[config.mk]
export PLATFORM = sky130hd
export DESIGN_NAME = tcpc_parser_flat
export DESIGN_NICKNAME = d
export VERILOG_FILES = /design/src/hw/rtl/tcpc_pkg.sv /design/src/hw/rtl/tcpc_if.sv /design/src/hw/rtl/tcpc_parser.sv /design/src/flat_wrapper.sv
export SDC_FILE = /design/constraint.sdc
export NUM_CORES = 1
export LEC_CHECK = 0
export BUFFER_PORTS_ARGS = -buffer_cell sky130_fd_sc_hd__buf_2
export CAP_MARGIN = 25
export CORE_MARGIN = 1
export CORE_UTILIZATION = 38
export CTS_CLUSTER_SIZE = 10
export DETAILED_ROUTE_END_ITERATION = 16
export GPL_TIMING_DRIVEN = 1
export MAX_ROUTING_LAYER = met4
export PLACE_DENSITY = 0.6
export SLEW_MARGIN = 20
export SYNTH_ARGS = -nofsm -noshare
export SYNTH_HDL_FRONTEND = slang
export SYNTH_SLANG_ARGS = --single-unit
[constraint.sdc]
create_clock -name clk -period 16.15 [get_ports clk]
set_clock_uncertainty 0.15 [all_clocks]
set_input_delay 2.4225 -clock clk [delete_from_list [all_inputs] [get_ports clk]]
set_output_delay 2.4225 -clock clk [all_outputs]
set_load 0.005 [all_outputs]
[src/hw/rtl/tcpc_pkg.sv]
// Shared types, constants and the CRC byte update for the telecommand packet checker.
package tcpc_pkg;

	// Byte counter width and its saturation point
	localparam int IDX_W = 17;
	localparam logic [IDX_W-1:0] IDX_MAX = '1;

	// Packet layout
	localparam logic [IDX_W-1:0] HDR_BYTES   = 17'd16;
	localparam logic [IDX_W-1:0] MIN_PKT     = 17'd18;
	localparam logic [IDX_W-1:0] IDX_LEN_LO  = 17'd5;
	localparam logic [IDX_W-1:0] IDX_SEC_LO  = 17'd6;
	localparam logic [15:0]      LEN_BIAS    = 16'd11;

	// CRC-16/CCITT-FALSE
	localparam logic [15:0] CRC_INIT = 16'hFFFF;
	localparam logic [15:0] CRC_POLY = 16'h1021;

	// Configuration port
	localparam int CFG_IDX_W  = 8;
	localparam int CFG_DATA_W = 8;
	localparam logic [CFG_IDX_W-1:0] CFG_VERSION = 8'd0;
	localparam logic [CFG_IDX_W-1:0] CFG_TYPE    = 8'd1;

	typedef enum logic [2:0] {
		ST_OK          = 3'd0,
		ST_TOO_SHORT   = 3'd1,
		ST_LEN_OVF     = 3'd2,
		ST_BAD_VERSION = 3'd3,
		ST_BAD_TYPE    = 3'd4,
		ST_BAD_CRC     = 3'd5
	} status_t;

	// One input beat
	typedef struct packed {
		logic [7:0] rx_byte;
		logic       is_last;
	} beat_t;

	// Checker settings
	typedef struct packed {
		logic [2:0] version;
		logic       ptype;
	} cfg_t;

	// One result beat
	typedef struct packed {
		logic        done_res;
		status_t     status;
		logic        data_valid;
		logic [7:0]  data_byte;
		logic [10:0] apid;
		logic [13:0] sequence_count;
		logic [7:0]  svc_class;
		logic [7:0]  svc_subclass;
		logic [7:0]  origin_id;
		logic [31:0] exec_stamp;
		logic [15:0] ack_mask;
		logic [8:0]  payload_len;
	} res_t;

	// Advance the CRC by one byte, MSB first
	function automatic logic [15:0] crc16_byte(input logic [15:0] c, input logic [7:0] b);
		logic [15:0] v;
		v = c ^ {b, 8'h00};
		for (int k = 0; k < 8; k++) begin
			if (v[15]) begin
				v = {v[14:0], 1'b0} ^ CRC_POLY;
			end else begin
				v = {v[14:0], 1'b0};
			end
		end
		return v;
	endfunction

endpackage

[src/hw/rtl/tcpc_if.sv]


interface tcpc_out_if;
	logic        valid;
	logic        ready;
	logic        done_res;
	logic [2:0]  status;
	logic        data_valid;
	logic [7:0]  data_byte;
	logic [10:0] apid;
	logic [13:0] sequence_count;
	logic [7:0]  svc_class;
	logic [7:0]  svc_subclass;
	logic [7:0]  origin_id;
	logic [31:0] exec_stamp;
	logic [15:0] ack_mask;
	logic [8:0]  payload_len;

	modport source (
		output valid, output done_res, output status, output data_valid, output data_byte,
		output apid, output sequence_count, output svc_class, output svc_subclass,
		output origin_id, output exec_stamp, output ack_mask, output payload_len,
		input ready
	);
	modport sink (
		input valid, input done_res, input status, input data_valid, input data_byte,
		input apid, input sequence_count, input svc_class, input svc_subclass,
		input origin_id, input exec_stamp, input ack_mask, input payload_len,
		output ready
	);
endinterface


[src/hw/rtl/tcpc_parser.sv]
// Packet parser: header capture, CRC update, status and the result register.
module tcpc_parser #(
	parameter int unsigned MAX_DATA_BYTES = 256
) (
	input  logic            clk,
	input  logic            arst_n,
	input  logic            valid_s1,
	input  tcpc_pkg::beat_t beat_s1,
	input  tcpc_pkg::cfg_t  cfg_q,
	output logic            take,
	tcpc_out_if.source      out
);
	import tcpc_pkg::*;

	localparam int UL_W = $clog2(MAX_DATA_BYTES + 1);
	localparam logic [IDX_W-1:0] MAX_DL = IDX_W'(MAX_DATA_BYTES);

	// Packet state
	logic [IDX_W-1:0] idx_q, idx_n;
	logic [15:0]      crc_q, crc_n;
	logic [15:0]      pid_q, pid_n;
	logic [15:0]      seq_q, seq_n;
	logic [15:0]      len_q, len_n;
	logic [63:0]      sec_q, sec_n;
	logic [15:0]      ack_q, ack_n;
	logic [UL_W-1:0]  ul_q, ul_n;
	logic [15:0]      rcrc_q, rcrc_n;
	logic             ovf_q, ovf_n;

	logic             res_valid_q;
	res_t             res_q, res_n;

	logic [7:0]       b;
	logic [IDX_W-1:0] data_end;
	logic             dv;
	logic [15:0]      dl;
	logic [IDX_W-1:0] ul_ext;
	status_t          st;

	// Move the held beat when the result register is free or being drained
	assign take = valid_s1 && (!res_valid_q || out.ready);

	assign b        = beat_s1.rx_byte;
	assign data_end = HDR_BYTES + IDX_W'(ul_q);
	assign dv       = (idx_q >= HDR_BYTES) && !ovf_q && (idx_q < data_end);
	assign dl       = {len_q[15:8], b} - LEN_BIAS;

	// Next packet state for this byte
	always_comb begin
		pid_n  = pid_q;
		seq_n  = seq_q;
		len_n  = len_q;
		sec_n  = sec_q;
		ack_n  = ack_q;
		ul_n   = ul_q;
		rcrc_n = rcrc_q;
		ovf_n  = ovf_q;
		crc_n  = (idx_q < HDR_BYTES || dv) ? crc16_byte(crc_q, b) : crc_q;
		idx_n  = (idx_q != IDX_MAX) ? idx_q + 1'b1 : idx_q;

		priority if (idx_q == 17'd0) begin
			pid_n[15:8] = b;
		end else if (idx_q == 17'd1) begin
			pid_n[7:0] = b;
		end else if (idx_q == 17'd2) begin
			seq_n[15:8] = b;
		end else if (idx_q == 17'd3) begin
			seq_n[7:0] = b;
		end else if (idx_q == 17'd4) begin
			len_n[15:8] = b;
		end else if (idx_q == IDX_LEN_LO) begin
			len_n[7:0] = b;
			// Derive the data length once the length word is complete
			if ({1'b0, dl} > MAX_DL) begin
				ovf_n = 1'b1;
				ul_n  = '0;
			end else begin
				ul_n = UL_W'(dl);
			end
		end else if (idx_q < HDR_BYTES - 17'd2) begin
			for (int k = 0; k < 8; k++) begin
				if (idx_q == IDX_SEC_LO + IDX_W'(k)) begin
					sec_n[63 - 8*k -: 8] = b;
				end
			end
		end else if (idx_q == HDR_BYTES - 17'd2) begin
			ack_n[15:8] = b;
		end else if (idx_q == HDR_BYTES - 17'd1) begin
			ack_n[7:0] = b;
		end else if (!ovf_q) begin
			// Capture the trailing CRC; ignore anything after it
			if (idx_q == data_end) begin
				rcrc_n[15:8] = b;
			end else if (idx_q == data_end + 1'b1) begin
				rcrc_n[7:0] = b;
			end
		end else begin
		end
	end

	assign ul_ext = IDX_W'(ul_n);

	// Final status on the last byte, in priority order
	always_comb begin
		st = ST_OK;
		if (beat_s1.is_last) begin
			priority if (idx_n < MIN_PKT) begin
				st = ST_TOO_SHORT;
			end else if (ovf_n) begin
				st = ST_LEN_OVF;
			end else if (idx_n < MIN_PKT + ul_ext) begin
				st = ST_TOO_SHORT;
			end else if (pid_n[15:13] != cfg_q.version) begin
				st = ST_BAD_VERSION;
			end else if (pid_n[12] != cfg_q.ptype) begin
				st = ST_BAD_TYPE;
			end else if (crc_n != rcrc_n) begin
				st = ST_BAD_CRC;
			end else begin
				st = ST_OK;
			end
		end
	end

	// Assemble the result beat from the updated state
	always_comb begin
		res_n.done_res       = beat_s1.is_last;
		res_n.status         = st;
		res_n.data_valid     = dv;
		res_n.data_byte      = dv ? b : 8'd0;
		res_n.apid           = pid_n[10:0];
		res_n.sequence_count = seq_n[13:0];
		res_n.svc_class      = sec_n[63:56];
		res_n.svc_subclass   = sec_n[55:48];
		res_n.origin_id      = sec_n[47:40];
		res_n.exec_stamp     = sec_n[31:0];
		res_n.ack_mask       = ack_n;
		res_n.payload_len    = (idx_n > IDX_LEN_LO && !ovf_n) ? ul_ext[8:0] : 9'd0;
	end

	// Advance packet state; rearm after the last byte
	always_ff @(posedge clk or negedge arst_n) begin
		if (!arst_n) begin
			idx_q  <= '0;
			crc_q  <= CRC_INIT;
			pid_q  <= '0;
			seq_q  <= '0;
			len_q  <= '0;
			sec_q  <= '0;
			ack_q  <= '0;
			ul_q   <= '0;
			rcrc_q <= '0;
			ovf_q  <= 1'b0;
		end else if (take) begin
			if (beat_s1.is_last) begin
				idx_q  <= '0;
				crc_q  <= CRC_INIT;
				pid_q  <= '0;
				seq_q  <= '0;
				len_q  <= '0;
				sec_q  <= '0;
				ack_q  <= '0;
				ul_q   <= '0;
				rcrc_q <= '0;
				ovf_q  <= 1'b0;
			end else begin
				idx_q  <= idx_n;
				crc_q  <= crc_n;
				pid_q  <= pid_n;
				seq_q  <= seq_n;
				len_q  <= len_n;
				sec_q  <= sec_n;
				ack_q  <= ack_n;
				ul_q   <= ul_n;
				rcrc_q <= rcrc_n;
				ovf_q  <= ovf_n;
			end
		end
	end

	// Result register valid
	always_ff @(posedge clk or negedge arst_n) begin
		if (!arst_n) begin
			res_valid_q <= 1'b0;
		end else if (take) begin
			res_valid_q <= 1'b1;
		end else if (out.ready) begin
			res_valid_q <= 1'b0;
		end
	end

	// Result payload
	always_ff @(posedge clk) begin
		if (take) begin
			res_q <= res_n;
		end
	end

	assign out.valid          = res_valid_q;
	assign out.done_res       = res_q.done_res;
	assign out.status         = res_q.status;
	assign out.data_valid     = res_q.data_valid;
	assign out.data_byte      = res_q.data_byte;
	assign out.apid           = res_q.apid;
	assign out.sequence_count = res_q.sequence_count;
	assign out.svc_class      = res_q.svc_class;
	assign out.svc_subclass   = res_q.svc_subclass;
	assign out.origin_id      = res_q.origin_id;
	assign out.exec_stamp     = res_q.exec_stamp;
	assign out.ack_mask       = res_q.ack_mask;
	assign out.payload_len    = res_q.payload_len;

endmodule

[src/flat_wrapper.sv]
// flat-port wrapper written by rule: the top's interface ports become plain ports
module tcpc_parser_flat import tcpc_pkg::*;
#(
	parameter int unsigned MAX_DATA_BYTES = 256
)
  (clk, arst_n, valid_s1, beat_s1, cfg_q, take, out_valid, out_done_res, out_status, out_data_valid, out_data_byte, out_apid, out_sequence_count, out_svc_class, out_svc_subclass, out_origin_id, out_exec_stamp, out_ack_mask, out_payload_len, out_ready);
  tcpc_out_if out_i ();
  input  logic clk;
  input  logic arst_n;
  input  logic valid_s1;
  input  tcpc_pkg::beat_t beat_s1;
  input  tcpc_pkg::cfg_t cfg_q;
  output logic take;
  output wire logic [$bits(out_i.valid)-1:0] out_valid;
  output wire logic [$bits(out_i.done_res)-1:0] out_done_res;
  output wire logic [$bits(out_i.status)-1:0] out_status;
  output wire logic [$bits(out_i.data_valid)-1:0] out_data_valid;
  output wire logic [$bits(out_i.data_byte)-1:0] out_data_byte;
  output wire logic [$bits(out_i.apid)-1:0] out_apid;
  output wire logic [$bits(out_i.sequence_count)-1:0] out_sequence_count;
  output wire logic [$bits(out_i.svc_class)-1:0] out_svc_class;
  output wire logic [$bits(out_i.svc_subclass)-1:0] out_svc_subclass;
  output wire logic [$bits(out_i.origin_id)-1:0] out_origin_id;
  output wire logic [$bits(out_i.exec_stamp)-1:0] out_exec_stamp;
  output wire logic [$bits(out_i.ack_mask)-1:0] out_ack_mask;
  output wire logic [$bits(out_i.payload_len)-1:0] out_payload_len;
  input wire logic [$bits(out_i.ready)-1:0] out_ready;
  assign out_valid = out_i.valid;
  assign out_done_res = out_i.done_res;
  assign out_status = out_i.status;
  assign out_data_valid = out_i.data_valid;
  assign out_data_byte = out_i.data_byte;
  assign out_apid = out_i.apid;
  assign out_sequence_count = out_i.sequence_count;
  assign out_svc_class = out_i.svc_class;
  assign out_svc_subclass = out_i.svc_subclass;
  assign out_origin_id = out_i.origin_id;
  assign out_exec_stamp = out_i.exec_stamp;
  assign out_ack_mask = out_i.ack_mask;
  assign out_payload_len = out_i.payload_len;
  assign out_i.ready = out_ready;
  tcpc_parser #(.MAX_DATA_BYTES(MAX_DATA_BYTES)) u_core (.clk(clk), .arst_n(arst_n), .valid_s1(valid_s1), .beat_s1(beat_s1), .cfg_q(cfg_q), .take(take), .out(out_i));
endmodule
# --- After elaboration in Yosys (flattened, before gate mapping) ---
# Cells that the tools add are included.
# Widths: inputs -> output; s select.
word_totals:
  ff_bits: 288
  latch_bits: 0
  ramBits: 0
  mem_bits_ro: 0
  in_bits: 17
  output_inout_bits: 121
  n_memories: 0
classes:
  n_addsub: 5
  mul: 0
  div_mod_pow: 0
  magnitude_cmp: 8
  n_eq_ne: 25
  shifts: 0
  muxes: 95
  bitwise_logic: 10
  n_reduce_logical: 15
ops:
  columns: ["cell", "count"]
  rows:
  - ["$mux 64", 8]
  - ["$mux 16", 27]
  - ["$mux 8", 22]
  - ["$eq 17x4->1 const B", 8]
  - ["$mux 13", 8]
  - ["$mux 9", 8]
  - ["$eq 17x3->1 const B", 4]
  - ["$mux 14", 3]
  - ["$add 17x1->17 const B", 2]
  - ["$eq 17x17->1", 2]
  - ["$eq 17x2->1 const B", 2]
  - ["$lt 17x17->1", 2]
  - ["$lt 17x5->1 const B", 2]
  - ["$mux 17", 2]
  - ["$not 3->3", 8]
  - ["$add 5x9->10 const A", 2]
  - ["$eq 17x1->1 const B", 1]
  - ["$ge 17x5->1 const B", 1]
  - ["$gt 17x3->1 const B", 1]
  - ["$logic_not 17->1", 1]
  - ["$lt 17x4->1 const B", 1]
  - ["$ne 17x17->1 const B", 1]
  - ["$gt 16x9->1 const B", 1]
  - ["$ne 16x16->1", 1]
  - ["17 further kinds", 40]

# --- Logic depth before layout (Yosys ltp) ---
# Gate-level depths: netlist of run 1.
logic_depth:
  word_depth: 25
  ltp_mapped: 22

# --- Least setup slack after synthesis of run 1 ---
# Ideal clock, no wire load.
synth_path:
  path_type: "input-to-output"
  from: "input port out_ready"
  to: "output port take"
  arrival_ns: 6.290
  required_ns: 13.578
  path_slack_ns: 7.288
  path_stages: 4
  n_path_buf: 1
  cell_sequence: "nand2b_1 > nand2_1 > inv_2 > buf_1"
synth_via:
  elab_chain_len: 2
synth_rtl:
  columns: ["item", "line", "source"]
  rows:
  - ["from (decl)", "flat_wrapper.sv:27", "input wire logic [$bits(out_i.ready)-1:0] out_ready;"]
  - ["$logic_or 1x1->1", "tcpc_parser.sv:41", "assign take = valid_s1 && (!res_valid_q || out.ready);"]
  - ["$logic_and 1x1->1", "tcpc_parser.sv:41", null]
  - ["to (decl)", "flat_wrapper.sv:13", "output logic take;"]
# Every way passes these cells.

# --- Worst setup path after layout of run 1 ---
layout_path:
  from: "input port beat_s1[1] (netlist bit)"
  to: "register u_core.res_q, in the netlist u_core.out.status[0], data pin"
layout_via:
  elab_cells_between_ends: 46
  classes_between: "add/sub (2); order compare (2); eq/ne (1); mux (39); bitwise (2)"
layout_rtl:
  columns: ["item", "line", "source"]
  rows:
  - ["from (decl)", "flat_wrapper.sv:11", "input tcpc_pkg::beat_t beat_s1;"]
  - ["$sub 16x4->16 (*)", "tcpc_parser.sv:46", "assign dl = {len_q[15:8], b} - LEN_BIAS;"]
  - ["$gt 16x9->1", "tcpc_parser.sv:74", "if ({1'b0, dl} > MAX_DL) begin"]
  - ["$mux 9 (*)", "tcpc_parser.sv:74", null]
  - ["$mux 9 (*)", "tcpc_parser.sv:71", "end else if (idx_q == IDX_LEN_LO) begin"]
  - ["$mux 9 (*)", "tcpc_parser.sv:69", "end else if (idx_q == 17'd4) begin"]
  - ["$mux 9 (*)", "tcpc_parser.sv:67", "end else if (idx_q == 17'd3) begin"]
  - ["$mux 9 (*)", "tcpc_parser.sv:65", "end else if (idx_q == 17'd2) begin"]
  - ["$mux 9 (*)", "tcpc_parser.sv:63", "end else if (idx_q == 17'd1) begin"]
  - ["$mux 9 (*)", "tcpc_parser.sv:61", "priority if (idx_q == 17'd0) begin"]
  - ["net u_core.ul_n[2]", "tcpc_parser.sv:26", "logic [UL_W-1:0] ul_q, ul_n;"]
  - ["$add 5x9->10 (*)", "tcpc_parser.sv:111", "end else if (idx_n < MIN_PKT + ul_ext) begin"]
  - ["$lt 17x17->1 (*)", "tcpc_parser.sv:111", null]
  - ["$mux 2 (*)", "tcpc_parser.sv:111", null]
  - ["$mux 2 (*)", "tcpc_parser.sv:109", "end else if (ovf_n) begin"]
  - ["$mux 1 (*)", "tcpc_parser.sv:107", "priority if (idx_n < MIN_PKT) begin"]
  - ["to (signal assigned)", "tcpc_parser.sv:195", "res_q <= res_n;"]
  - ["to (decl)", "tcpc_parser.sv:31", "res_t res_q, res_n;"]
# Mark *: on every way through the listed nets, which the timed path passes. The rest lies on a longest branch.
# A chain may end at the register's enable or synchronous reset.

==> results of run 1 <==
layout make-up:
cell class | instances | area (sq um) | share of cell area (%)
inverters | 24 | 95.1 | 0.575
clock buffers | 59 | 976 | 5.90
flip-flops and latches | 288 | 7820 | 47.3
multi-input cells | 808 | 6070 | 36.7
repair buffers | 154 | 860 | 5.20
clock inverters | 5 | 86.3 | 0.522
well taps | 504 | 631 | 3.81
cells in the final DEF (no fill, tap or decap), types with 7 or more instances in the layout:
cell type,count
sky130_fd_sc_hd__buf_2,136
sky130_fd_sc_hd__dfrtp_1,153
sky130_fd_sc_hd__edfxtp_1,119
sky130_fd_sc_hd__o22a_1,18
sky130_fd_sc_hd__ha_1,28
sky130_fd_sc_hd__buf_4,15
sky130_fd_sc_hd__nor2_1,56
sky130_fd_sc_hd__a22o_1,106
sky130_fd_sc_hd__o21ai_0,35
sky130_fd_sc_hd__nand2_1,72
sky130_fd_sc_hd__nor3_1,20
sky130_fd_sc_hd__and2_1,19
sky130_fd_sc_hd__o22ai_1,9
sky130_fd_sc_hd__a21oi_1,44
sky130_fd_sc_hd__xor2_1,25
sky130_fd_sc_hd__or3_1,11
sky130_fd_sc_hd__mux2_2,98
sky130_fd_sc_hd__dfstp_2,16
sky130_fd_sc_hd__and3_1,10
sky130_fd_sc_hd__nand2b_1,7
sky130_fd_sc_hd__clkbuf_1,23
sky130_fd_sc_hd__mux2i_1,31
sky130_fd_sc_hd__a22oi_1,17
sky130_fd_sc_hd__o21ai_1,21
sky130_fd_sc_hd__nand4_1,12
sky130_fd_sc_hd__inv_1,22
sky130_fd_sc_hd__nor4_1,9
sky130_fd_sc_hd__xnor2_1,60
sky130_fd_sc_hd__nand3_1,21
sky130_fd_sc_hd__clkbuf_16,35
sequential cells by signal, indices dropped and copies added (netlist names), 15 cells and up:
register / count
u_core.crc_q: 16
u_core.ack_q: 16
u_core.idx_q: 17
u_core.pid_q: 15
u_core.rcrc_q: 16
u_core.out.ack_mask: 16
u_core.sec_q: 56
u_core.out.exec_stamp: 32
stage by stage:
| stage | util (%) | cells |
|---|---|---|
| 6_report | 44.9 | 1842 |
| 3_3_place_gp | 41.8 | 1775 |
| 4_1_cts | 44.8 | 1841 |
| 5_1_grt | 44.9 | 1842 |
| 3_5_place_dp | 41.9 | 1777 |
| 2_1_floorplan | - | 1210 |
power by group through the flow:
| stage | clock network (mW) | registers, mW | logic [mW] |
|---|---|---|---|
| floorplan | 0 | 0.891 | 0.364 |
| global placement | 0 | 0.909 | 0.468 |
| detailed placement | 0 | 0.910 | 0.475 |
| CTS | 0.751 | 0.897 | 0.477 |
| global route | 0.783 | 0.906 | 0.526 |
| finish | 0.730 | 0.898 | 0.476 |
final timing paths:
check	startpoint	to	slack, ns	depth (start not counted)
worst min register to register	u_core.rcrc_q[14]$_DFFE_PN0P_	u_core.rcrc_q[14]$_DFFE_PN0P_	0.33	2
worst max-delay path	beat_s1[1]	u_core.out.status[0]$_SDFFCE_PN0P_	8.83	21
worst max register to register	u_core.idx_q[7]$_DFFE_PN0P_	u_core.out.status[0]$_SDFFCE_PN0P_	10.67	16
min in group asynchronous	arst_n	u_core.sec_q[22]$_DFFE_PN0P_	1.78	1
worst min-delay path	u_core.rcrc_q[14]$_DFFE_PN0P_	u_core.rcrc_q[14]$_DFFE_PN0P_	0.33	2
max in group asynchronous	arst_n	u_core.out.valid$_DFFE_PN0P_	12.26	3
cell families after synthesis:
group / share of synthesized area, %
AOI/OAI and AO/OA: 15.4
buffers and inverters: 3.02
DFF: 54.7
and+or+nand+nor: 9.37
adders and majority gates: 2.45
xor gates and xnor gates: 5.20
muxes: 9.88
worst max-delay path, delay by kind of cell:
kind | cells | cell delay, ns
AND/OR/NAND/NOR | 5 | 0.67
adder cells (fa/ha/maj) | 3 | 0.79
AO/OA/AOI/OAI | 10 | 2.82
buffers and inverters | 3 | 0.70
metal layers:
| layer | routed length, um | track usage [%] | up-vias |
|---|---|---|---|
| met3 | 1810 | 2.97 | 59 |
| met2 | 17900 | 31.5 | 275 |
| met1 | 17700 | 28.2 | 5225 |
| met5 | 0 | - | - |
| met4 | 852 | 5.84 | 0 |
| li1 | - | - | 4721 |
==> impl_metrics.toml, run 1 <==
[outcome]
status = "finished clean"

[yosys]
post_synthesis_mean_instance_area_sq_um = 11.8
synthesis.yosys.warnings = 0
yosys.area.top_type = "sky130_fd_sc_hd__dfrtp_1"
synth_edf_count = 119
ff_latch_count_synth = 288
ys_top_cells_by_area = "sky130_fd_sc_hd__dfrtp_1 27%, sky130_fd_sc_hd__edfxtp_1 25%, sky130_fd_sc_hd__mux2_2 7.7%, sky130_fd_sc_hd__a22o_1 6.5%, sky130_fd_sc_hd__xnor2_1 3.7%"
share_of_the_synthesized_area_in_the_top_cell_type_pct = 26.8
ys_async_sr_fraction_pct = 58.7
synthDistinctLibCells = 72
postSynthNetCount = 1255
yosys.cell_count.top_type = "sky130_fd_sc_hd__dfrtp_1"
postSynth.topFlopCell = "sky130_fd_sc_hd__dfrtp_1"
seq_total_area_yosys_pct = 54.7
list_of_most_frequent_post_synthesis_cells = "153 x sky130_fd_sc_hd__dfrtp_1, 119 x sky130_fd_sc_hd__edfxtp_1, 106 x sky130_fd_sc_hd__a22o_1"
mappedNetlistArea_sq_mm = 0.0143
synthCells = 1210

[clock_network]
cts_sinks = 288
clock_tree.htree_level_count = 2
cts_made_buffers = 35
clk_pin_slew_worst_paths_ns = 0.06
cts-root-to-sink-buffers = 3
cts-hold-fix-buffers = 0
post_cts_buffers = 0
cts.root.buffer_cell = "sky130_fd_sc_hd__clkbuf_16"
clock_tree_from_tritoncts = "done"
cts.repair.resized = 0
insertion_delay_ns = 0.53

[critical_path]
critical_path_required_ns = 16.25
worst_setup_path_end_kind = "flop"
setup.worst_path.start_class = "primary input"
timing.critical_path.fanout_max = 26
crit_chain = "buf_2 -> ha_1 -> o21ai_0 -> a211o_1 -> a211oi_1 -> o21ai_1 -> a211oi_2 -> a31oi_1 -> inv_1 -> ha_1 -> inv_1 -> o21ai_1 -> nand2_1 -> or3_1 -> ha_1 -> nand2_1 -> a2111oi_0 -> a211o_1 -> nand2_1 -> nand3_1 -> o211ai_1"
critical_path_arrival_ns = 7.42
criticalPathCategory = "in2reg"
cp_slowest_stage_delay_ns = 0.65
slowest_stage = "sky130_fd_sc_hd__a211oi_2"

[global_route]
first_pass_grt_wire_length_mm = 59.5
grt_usage_pct = 20.5
antenna_found_initial = 0
grt_overflow = 0
first_global_vias = 10200
grt_max_degree = 82

[power]
vdd_ir_drop_max_v = 0.0000863
power_mw = 2.10
sw_frac_of_total_pct = 30.7
cellPowerDensity_mw_per_mm2 = 127
clock_power_share_pct = 34.7
power_frac_seq_pct = 42.7
netSwitchingPower_uw = 647
power_frac_comb_pct = 22.6
p_leak_nw = 7.09
cell_internal_pwr_mw = 1.46

[floorplanning]
ios = 138
floorplan.die_area_sq_mm = 0.0384
placement_rows = 70
die_w_um = 196
die_y_um = 196
design.core.area_sq_mm = 0.0369
initial_utilization_pct = 38.8

[cells_and_area]
drive_gt1_share_pct = 24.3
areaGrowthSynthToFinish_pct = 15.6
summed_area_of_non_filler_cells_in_the_final_layout_sq_mm = 0.0165
filler_cell_count = 3413
antenna_cells = 0
fin_nets = 1356

[timing]
setup_viol = 0
tightestPinTransition_ns = 0.965
fin_crit_ns = 7.32
max_slew_margin_pct = 35.0
achievable-frequency_mhz = 137
period_share_pct = 45.3
final.setup.tns_ns = 0
final-max-slew-violation-count = 0
layout_setup_ws_ns = 8.83
finalHoldViolCount = 0
worst_hold_slack_ns = 0.334
grt_setup_unrepaired = "no"

[placed_design]
place.gp.congestion = 0.873
port_buffers = 137
dp.final_hpwl_mm = 24.0
placedInstanceArea_sq_mm = 0.0154
post-place-ws_ns = 8.30

[routing]
drt_pre_antenna_iters = 5
first_iter_violations = 804
post-route-drc-count = 0
final_antenna_net_count = 0
via_count = 10300
drt-total-wl_mm = 38.3
wl_per_cell_um = 20.8
detail_route.vias_per_cell = 5.58

[hold_path]
min_path_type = "reg2reg"

[flow_run]
cap_viol_max_count = 0
(Power assumes the default switching activity.)
==> inputs of run 2 (changes only) <==
==> constraint.sdc (replaced) <==
create_clock -name clk -period 7 [get_ports clk]
set_clock_uncertainty 0.15 [all_clocks]
set_input_delay 1.05 -clock clk [delete_from_list [all_inputs] [get_ports clk]]
set_output_delay 1.05 -clock clk [all_outputs]
set_load 0.005 [all_outputs]
==> run 2 against run 1 <==
Effect of this change:
- die area is the same
- first-iteration DRC count shrank 6.8%
- final area grew 0.67%
- global-route usage grew 0.22 points
- sequential power grew 130%
- clock power grew to 2.5 times the previous value
- non-clock buffer count grew 1
- sequential share of layout area shrank 0.32 points
- total power grew 140%
- register-to-register slack lost 9.0 ns
- largest power group unchanged
- combinational power grew 130%
- highest routed layer unchanged
==> impl_metrics.toml, run 2 (same netlist as run 1, synthesis figures left out) <==
[timing]
worst_hold_slack_ns = 0.346
finalHoldViolCount = 0
final-max-slew-violation-count = 0
final.setup.tns_ns = 0
grt_setup_unrepaired = "no"
layout_setup_ws_ns = 1.41
max_slew_margin_pct = 34.6
achievable-frequency_mhz = 179
setup_viol = 0
tightestPinTransition_ns = 0.970
period_share_pct = 79.8
fin_crit_ns = 5.59

[routing]
drt-total-wl_mm = 38.4
wl_per_cell_um = 20.8
drt_pre_antenna_iters = 7
first_iter_violations = 749
detail_route.vias_per_cell = 5.53
via_count = 10200
post-route-drc-count = 0
final_antenna_net_count = 0

[floorplanning]
floorplan.die_area_sq_mm = 0.0384
placement_rows = 70
die_w_um = 196
die_y_um = 196
ios = 138
initial_utilization_pct = 38.8
design.core.area_sq_mm = 0.0369

[cells_and_area]
mostFrequentLayoutCell = "sky130_fd_sc_hd__dfrtp_1"
drive_gt1_share_pct = 24.6
mostFrequentLayoutCells = "153 x sky130_fd_sc_hd__dfrtp_1, 136 x sky130_fd_sc_hd__buf_2, 119 x sky130_fd_sc_hd__edfxtp_1"
fin_nets = 1358
largest_register_ffs = 56
areaGrowthSynthToFinish_pct = 16.4
regMostFlops = "u_core.sec_q"
antenna_cells = 0

[critical_path]
setup.worst_path.start_class = "primary input"
critical_path_required_ns = 7.10
critical_path_arrival_ns = 5.68
criticalPathCategory = "in2reg"
worst_setup_path_end_kind = "flop"
timing.critical_path.fanout_max = 24

[global_route]
grt_max_degree = 113
globalRouteMet1Util_pct = 28.8
first_global_vias = 10300
met2_usage_pct = 31.6
grt_usage_pct = 20.7
grt_busiest_layer = "met2"
grt_overflow = 0
first_pass_grt_wire_length_mm = 60.2
antenna_found_initial = 0
gr-usage-met3_pct = 2.99

[power]
netSwitchingPower_mw = 1.48
vdd_ir_drop_max_v = 0.000192
cellPowerDensity_mw_per_mm2 = 299
sw_frac_of_total_pct = 29.6
cell_internal_pwr_mw = 3.51
power_frac_comb_pct = 21.8
power_frac_seq_pct = 41.5
p_leak_nw = 7.15
clock_power_share_pct = 36.7

[clock_network]
clock_tree.htree_level_count = 2
cts.repair.resized = 0
clock_tree_from_tritoncts = "done"
cts-root-to-sink-buffers = 3
cts_made_buffers = 36
clk_pin_slew_worst_paths_ns = 0.06
cts.root.buffer_cell = "sky130_fd_sc_hd__clkbuf_16"
post_cts_buffers = 0
cts-hold-fix-buffers = 0
insertion_delay_ns = 0.52
cts_sinks = 288

[hold_path]
min_path_type = "reg2reg"

[placed_design]
place.gp.congestion = 0.848
port_buffers = 137
dp.final_hpwl_mm = 24.3
post-place-ws_ns = 0.896

[flow_run]
cap_viol_max_count = 0

[outcome]
status = "finished clean"
[run 2: changes by cell type in the layout (fill, tap and decap cells not counted), moves of 2 or more]
cell	delta
sky130_fd_sc_hd__buf_12	+3
sky130_fd_sc_hd__clkbuf_16	+3
sky130_fd_sc_hd__buf_16	-2
sky130_fd_sc_hd__bufinv_16	+2
sky130_fd_sc_hd__clkbuf_1	-2
[run 2: stage by stage]
stage / util [%] / cell area, sq um / power (mW) / cells
2_1_floorplan: - / 14300 / 2.90 / 1210
3_3_place_gp: 41.9 / 15500 / 3.16 / 1777
6_report: 45.2 / 16700 / 4.99 / 1845
5_1_grt: 45.2 / 16700 / 5.24 / 1845
4_1_cts: 45.1 / 16600 / 5.04 / 1844
3_5_place_dp: 42.0 / 15500 / 3.19 / 1778
[run 2: routing by layer]
layer	vias up	share of wire, %
met5	-	0
met4	0	1.7
met3	47	4.7
met2	271	46
met1	5170	48
li1	4711	-
[run 2: critical path: stages]
cell and delay, ns:
sky130_fd_sc_hd__buf_2 0.47, sky130_fd_sc_hd__ha_1 0.37, sky130_fd_sc_hd__o21ai_0 0.18, sky130_fd_sc_hd__a211o_1 0.30
sky130_fd_sc_hd__a211oi_1 0.24, sky130_fd_sc_hd__o21ai_1 0.12, sky130_fd_sc_hd__a211oi_2 0.23, sky130_fd_sc_hd__buf_4 0.19
sky130_fd_sc_hd__nand3_1 0.08, sky130_fd_sc_hd__and2_1 0.22, sky130_fd_sc_hd__inv_1 0.09, sky130_fd_sc_hd__ha_1 0.14
sky130_fd_sc_hd__inv_1 0.05, sky130_fd_sc_hd__o21ai_1 0.19, sky130_fd_sc_hd__nand2_1 0.12, sky130_fd_sc_hd__or3_1 0.34
sky130_fd_sc_hd__ha_1 0.28, sky130_fd_sc_hd__nand2_1 0.07, sky130_fd_sc_hd__a2111oi_0 0.39, sky130_fd_sc_hd__a211o_1 0.25
sky130_fd_sc_hd__nand2_1 0.08, sky130_fd_sc_hd__nand3_1 0.09, sky130_fd_sc_hd__o211ai_1 0.10
[run 2: final cells by class]
type,instances,area [sq um]
clock inverters,5,111
multi-input cells,808,6070
flip-flops and latches,288,7820
clock buffers,61,1060
fillers,3358,20200
repair buffers,155,865
inverters,24,95.1
well taps,504,631
[run 2: worst paths after layout]
check / to / depth (start not counted) / startpoint / slack (ns)
max in group asynchronous: u_core.idx_q[7]$_DFFE_PN0P_ / 2 / arst_n / 5.05
setup / recovery: u_core.out.status[0]$_SDFFCE_PN0P_ / 23 / beat_s1[2] / 1.41
hold reg to reg: u_core.rcrc_q[14]$_DFFE_PN0P_ / 2 / u_core.rcrc_q[14]$_DFFE_PN0P_ / 0.35
hold / removal: u_core.rcrc_q[14]$_DFFE_PN0P_ / 2 / u_core.rcrc_q[14]$_DFFE_PN0P_ / 0.35
min in group asynchronous: u_core.sec_q[21]$_DFFE_PN0P_ / 1 / arst_n / 0.43
setup reg to reg: u_core.out.status[0]$_SDFFCE_PN0P_ / 16 / u_core.idx_q[11]$_DFFE_PN0P_ / 1.69
[run 2: power by group through the flow]
stage / Combinational (mW) / Sequential (mW) / Clock [mW]
after floorplan: 0.840 / 2.05 / 0
after global placement: 1.07 / 2.09 / 0
after detailed placement: 1.09 / 2.10 / 0
after CTS: 1.09 / 2.07 / 1.88
after global routing: 1.21 / 2.09 / 1.94
final: 1.09 / 2.07 / 1.83
==> inputs of run 3 (changes only) <==
--- a/config.mk
+++ b/config.mk
@@ -13,7 +13,7 @@
 export DETAILED_ROUTE_END_ITERATION = 16
 export GPL_TIMING_DRIVEN = 1
 export MAX_ROUTING_LAYER = met4
-export PLACE_DENSITY = 0.6
+export PLACE_DENSITY = 0.62
 export SLEW_MARGIN = 20
 export SYNTH_ARGS = -nofsm -noshare
 export SYNTH_HDL_FRONTEND = slang
==> constraint.sdc (replaced) <==
create_clock -name clk -period 4.8 [get_ports clk]
set_clock_uncertainty 0.15 [all_clocks]
set_input_delay 0.72 -clock clk [delete_from_list [all_inputs] [get_ports clk]]
set_output_delay 0.72 -clock clk [all_outputs]
set_load 0.005 [all_outputs]
==> run 3 against run 2 <==
Effect of this change:
- total power is 47% higher
- setup slack worse by 1.1 ns
- first-iteration DRC count is 1.9% higher
- clock-buffer cell count is 3 lower
- final area is 3.0% higher
- sequential power is 44% higher
- largest cell class unchanged
- highest routed layer unchanged
==> impl_metrics.toml, run 3 (same netlist as run 1, synthesis figures left out) <==
[power]
cellPowerDensity_mw_per_mm2 = 429
cell_internal_pwr_mw = 5.20
sw_frac_of_total_pct = 29.3
netSwitchingPower_mw = 2.15
vdd_ir_drop_max_v = 0.000281
p_leak_nw = 7.47
power_frac_comb_pct = 23.5
power_mw = 7.35
clock_power_share_pct = 35.8
power_frac_seq_pct = 40.7

[routing]
via_count = 10500
detail_route.vias_per_cell = 5.50
final_antenna_net_count = 0
drt-total-wl_mm = 39.4
drt_pre_antenna_iters = 5
wl_per_cell_um = 20.7
first_iter_violations = 763
post-route-drc-count = 0

[cells_and_area]
antenna_cells = 0
filler_cell_count = 3373
combined_area_of_the_multi_input_logic_cells_sq_mm = 0.00609
mostFrequentLayoutCells = "153 x sky130_fd_sc_hd__dfrtp_1, 136 x sky130_fd_sc_hd__buf_2, 119 x sky130_fd_sc_hd__edfxtp_1"
drive_gt1_share_pct = 28.5
largest_register_ffs = 56
regMostFlops = "u_core.sec_q"
fin_nets = 1422
register_area_sq_mm = 0.00782
mostFrequentLayoutCell = "sky130_fd_sc_hd__dfrtp_1"
postLayoutCoreUtil_pct = 46.5
areaGrowthSynthToFinish_pct = 19.8
final_cells = 1905

[clock_network]
clock_tree.htree_level_count = 2
clock_tree_from_tritoncts = "done"
cts_sinks = 288
cts_made_buffers = 36
cts-hold-fix-buffers = 0
cts-root-to-sink-buffers = 3
insertion_delay_ns = 0.52
cts.root.buffer_cell = "sky130_fd_sc_hd__clkbuf_16"
clk_pin_slew_worst_paths_ns = 0.06

[critical_path]
timing.critical_path.fanout_max = 8
timing.rr.end = "u_core.out.status[0]$_SDFFCE_PN0P_"
critical_path_arrival_ns = 4.56
criticalPathCategory = "in2reg"
worst-r2r-cell-count = 17
setup.worst_path.start_class = "primary input"
r2r_slack_ns = 0.37
worst_setup_path_end_kind = "flop"
launch_instance_of_the_worst_register_to_register_path = "u_core.idx_q[15]$_DFFE_PN0P_"
critical_path_required_ns = 4.92

[global_route]
grt_usage_pct = 21.3
first_global_vias = 10500
antenna_found_initial = 0
grt_overflow = 0
grt_max_degree = 89
first_pass_grt_wire_length_mm = 61.8

[timing]
final-max-slew-violation-count = 0
period_share_pct = 92.6
grt_setup_unrepaired = "no"
worst_hold_slack_ns = 0.111
finalHoldViolCount = 0
setup_viol = 0
achievable-frequency_mhz = 225
fin_crit_ns = 4.44
max_slew_margin_pct = 30.3
tightestPinTransition_ns = 1.04

[outcome]
status = "finished clean"

[hold_path]
min_path_type = "in2async"

[placed_design]
placed_cells_incl_taps = 1843
port_buffers = 137
dp.final_hpwl_mm = 25.2
place.gp.congestion = 0.913

[floorplanning]
initial_utilization_pct = 38.8
die_w_um = 196
ios = 138
placement_rows = 70
design.core.area_sq_mm = 0.0369
die_y_um = 196
floorplan.die_area_sq_mm = 0.0384

[flow_run]
cap_viol_max_count = 0
-- run 3: repair_timing --
action / in CTS / in global routing
setup endpoints to repair: 0 / 3
setup buffers: 0 / 0
resized for setup: 0 / 2
-- run 3: worst max-delay path by stage --
stage	endpoint	cells after the start	slack, ns	startpoint
2_1_floorplan	u_core.out.status[0]$_SDFFCE_PN0P_	21	-0.003	beat_s1[5]
3_3_place_gp	u_core.out.status[0]$_SDFFCE_PN0P_	22	-0.008	beat_s1[1]
3_5_place_dp	u_core.out.status[0]$_SDFFCE_PN0P_	22	-0.13	beat_s1[1]
4_1_cts	u_core.out.status[0]$_SDFFCE_PN0P_	17	0.27	u_core.idx_q[15]$_DFFE_PN0P_
5_1_grt	u_core.out.status[0]$_SDFFCE_PN0P_	18	0.02	u_core.ul_q[4]$_DFFE_PN0P_
6_report	u_core.out.status[0]$_SDFFCE_PN0P_	22	0.36	beat_s1[1]
-- run 3: critical path, stage by stage --
cell and delay (ns):
sky130_fd_sc_hd__buf_2 0.12, sky130_fd_sc_hd__ha_1 0.20, sky130_fd_sc_hd__o21ai_0 0.25, sky130_fd_sc_hd__buf_4 0.17
sky130_fd_sc_hd__nand2b_1 0.08, sky130_fd_sc_hd__nor3b_1 0.20, sky130_fd_sc_hd__o21ai_1 0.10, sky130_fd_sc_hd__a211oi_2 0.29
sky130_fd_sc_hd__buf_4 0.15, sky130_fd_sc_hd__buf_4 0.14, sky130_fd_sc_hd__a22oi_1 0.15, sky130_fd_sc_hd__o31ai_1 0.39
sky130_fd_sc_hd__nand2_1 0.13, sky130_fd_sc_hd__xnor2_1 0.16, sky130_fd_sc_hd__ha_1 0.32, sky130_fd_sc_hd__nand4_1 0.16
sky130_fd_sc_hd__nor4_1 0.31, sky130_fd_sc_hd__or3_1 0.15, sky130_fd_sc_hd__a211o_1 0.12, sky130_fd_sc_hd__nand2_1 0.07
sky130_fd_sc_hd__nand3_1 0.08, sky130_fd_sc_hd__o211ai_1 0.10
-- run 3: metal layers --
metal | global-route usage (%) | up-vias | part of all wire [%]
met3 | 4.61 | 45 | 5.7
met5 | - | - | 0
met4 | 6.22 | 0 | 2.4
met1 | 28.1 | 5316 | 45
li1 | - | 4849 | -
met2 | 33.0 | 266 | 47
-- run 3: stage by stage --
stage / area, sq um / setup TNS, ns / worst slack, ns
after detailed placement: 16000 / -0.310 / -0.127
after global routing: 17100 / 0 / 0.0184
after global placement: 16000 / -0.00823 / -0.00823
after floorplan: 14300 / -0.00432 / -0.00307
final: 17100 / 0 / 0.357
after CTS: 17100 / 0 / 0.271
-- run 3: area by class of cell --
| cell class | count | share of cell area, % |
|---|---|---|
| Clock inverter | 4 | 0.474 |
| Multi-Input combinational cell | 808 | 35.5 |
| Clock buffer | 58 | 6.22 |
| Timing Repair Buffer | 219 | 7.92 |
| Tap cell | 504 | 3.68 |
| Sequential cell | 288 | 45.6 |
| Inverter | 24 | 0.555 |
-- run 3: power groups by stage --
stage               Clock (mW)  Combinational, mW  Sequential [mW]
floorplan                    0               1.23             2.99
global placement             0               1.70             3.03
detailed placement           0               1.72             3.03
CTS                       2.70               1.73             2.99
global route              2.79               1.91             3.02
finish                    2.63               1.72             2.99
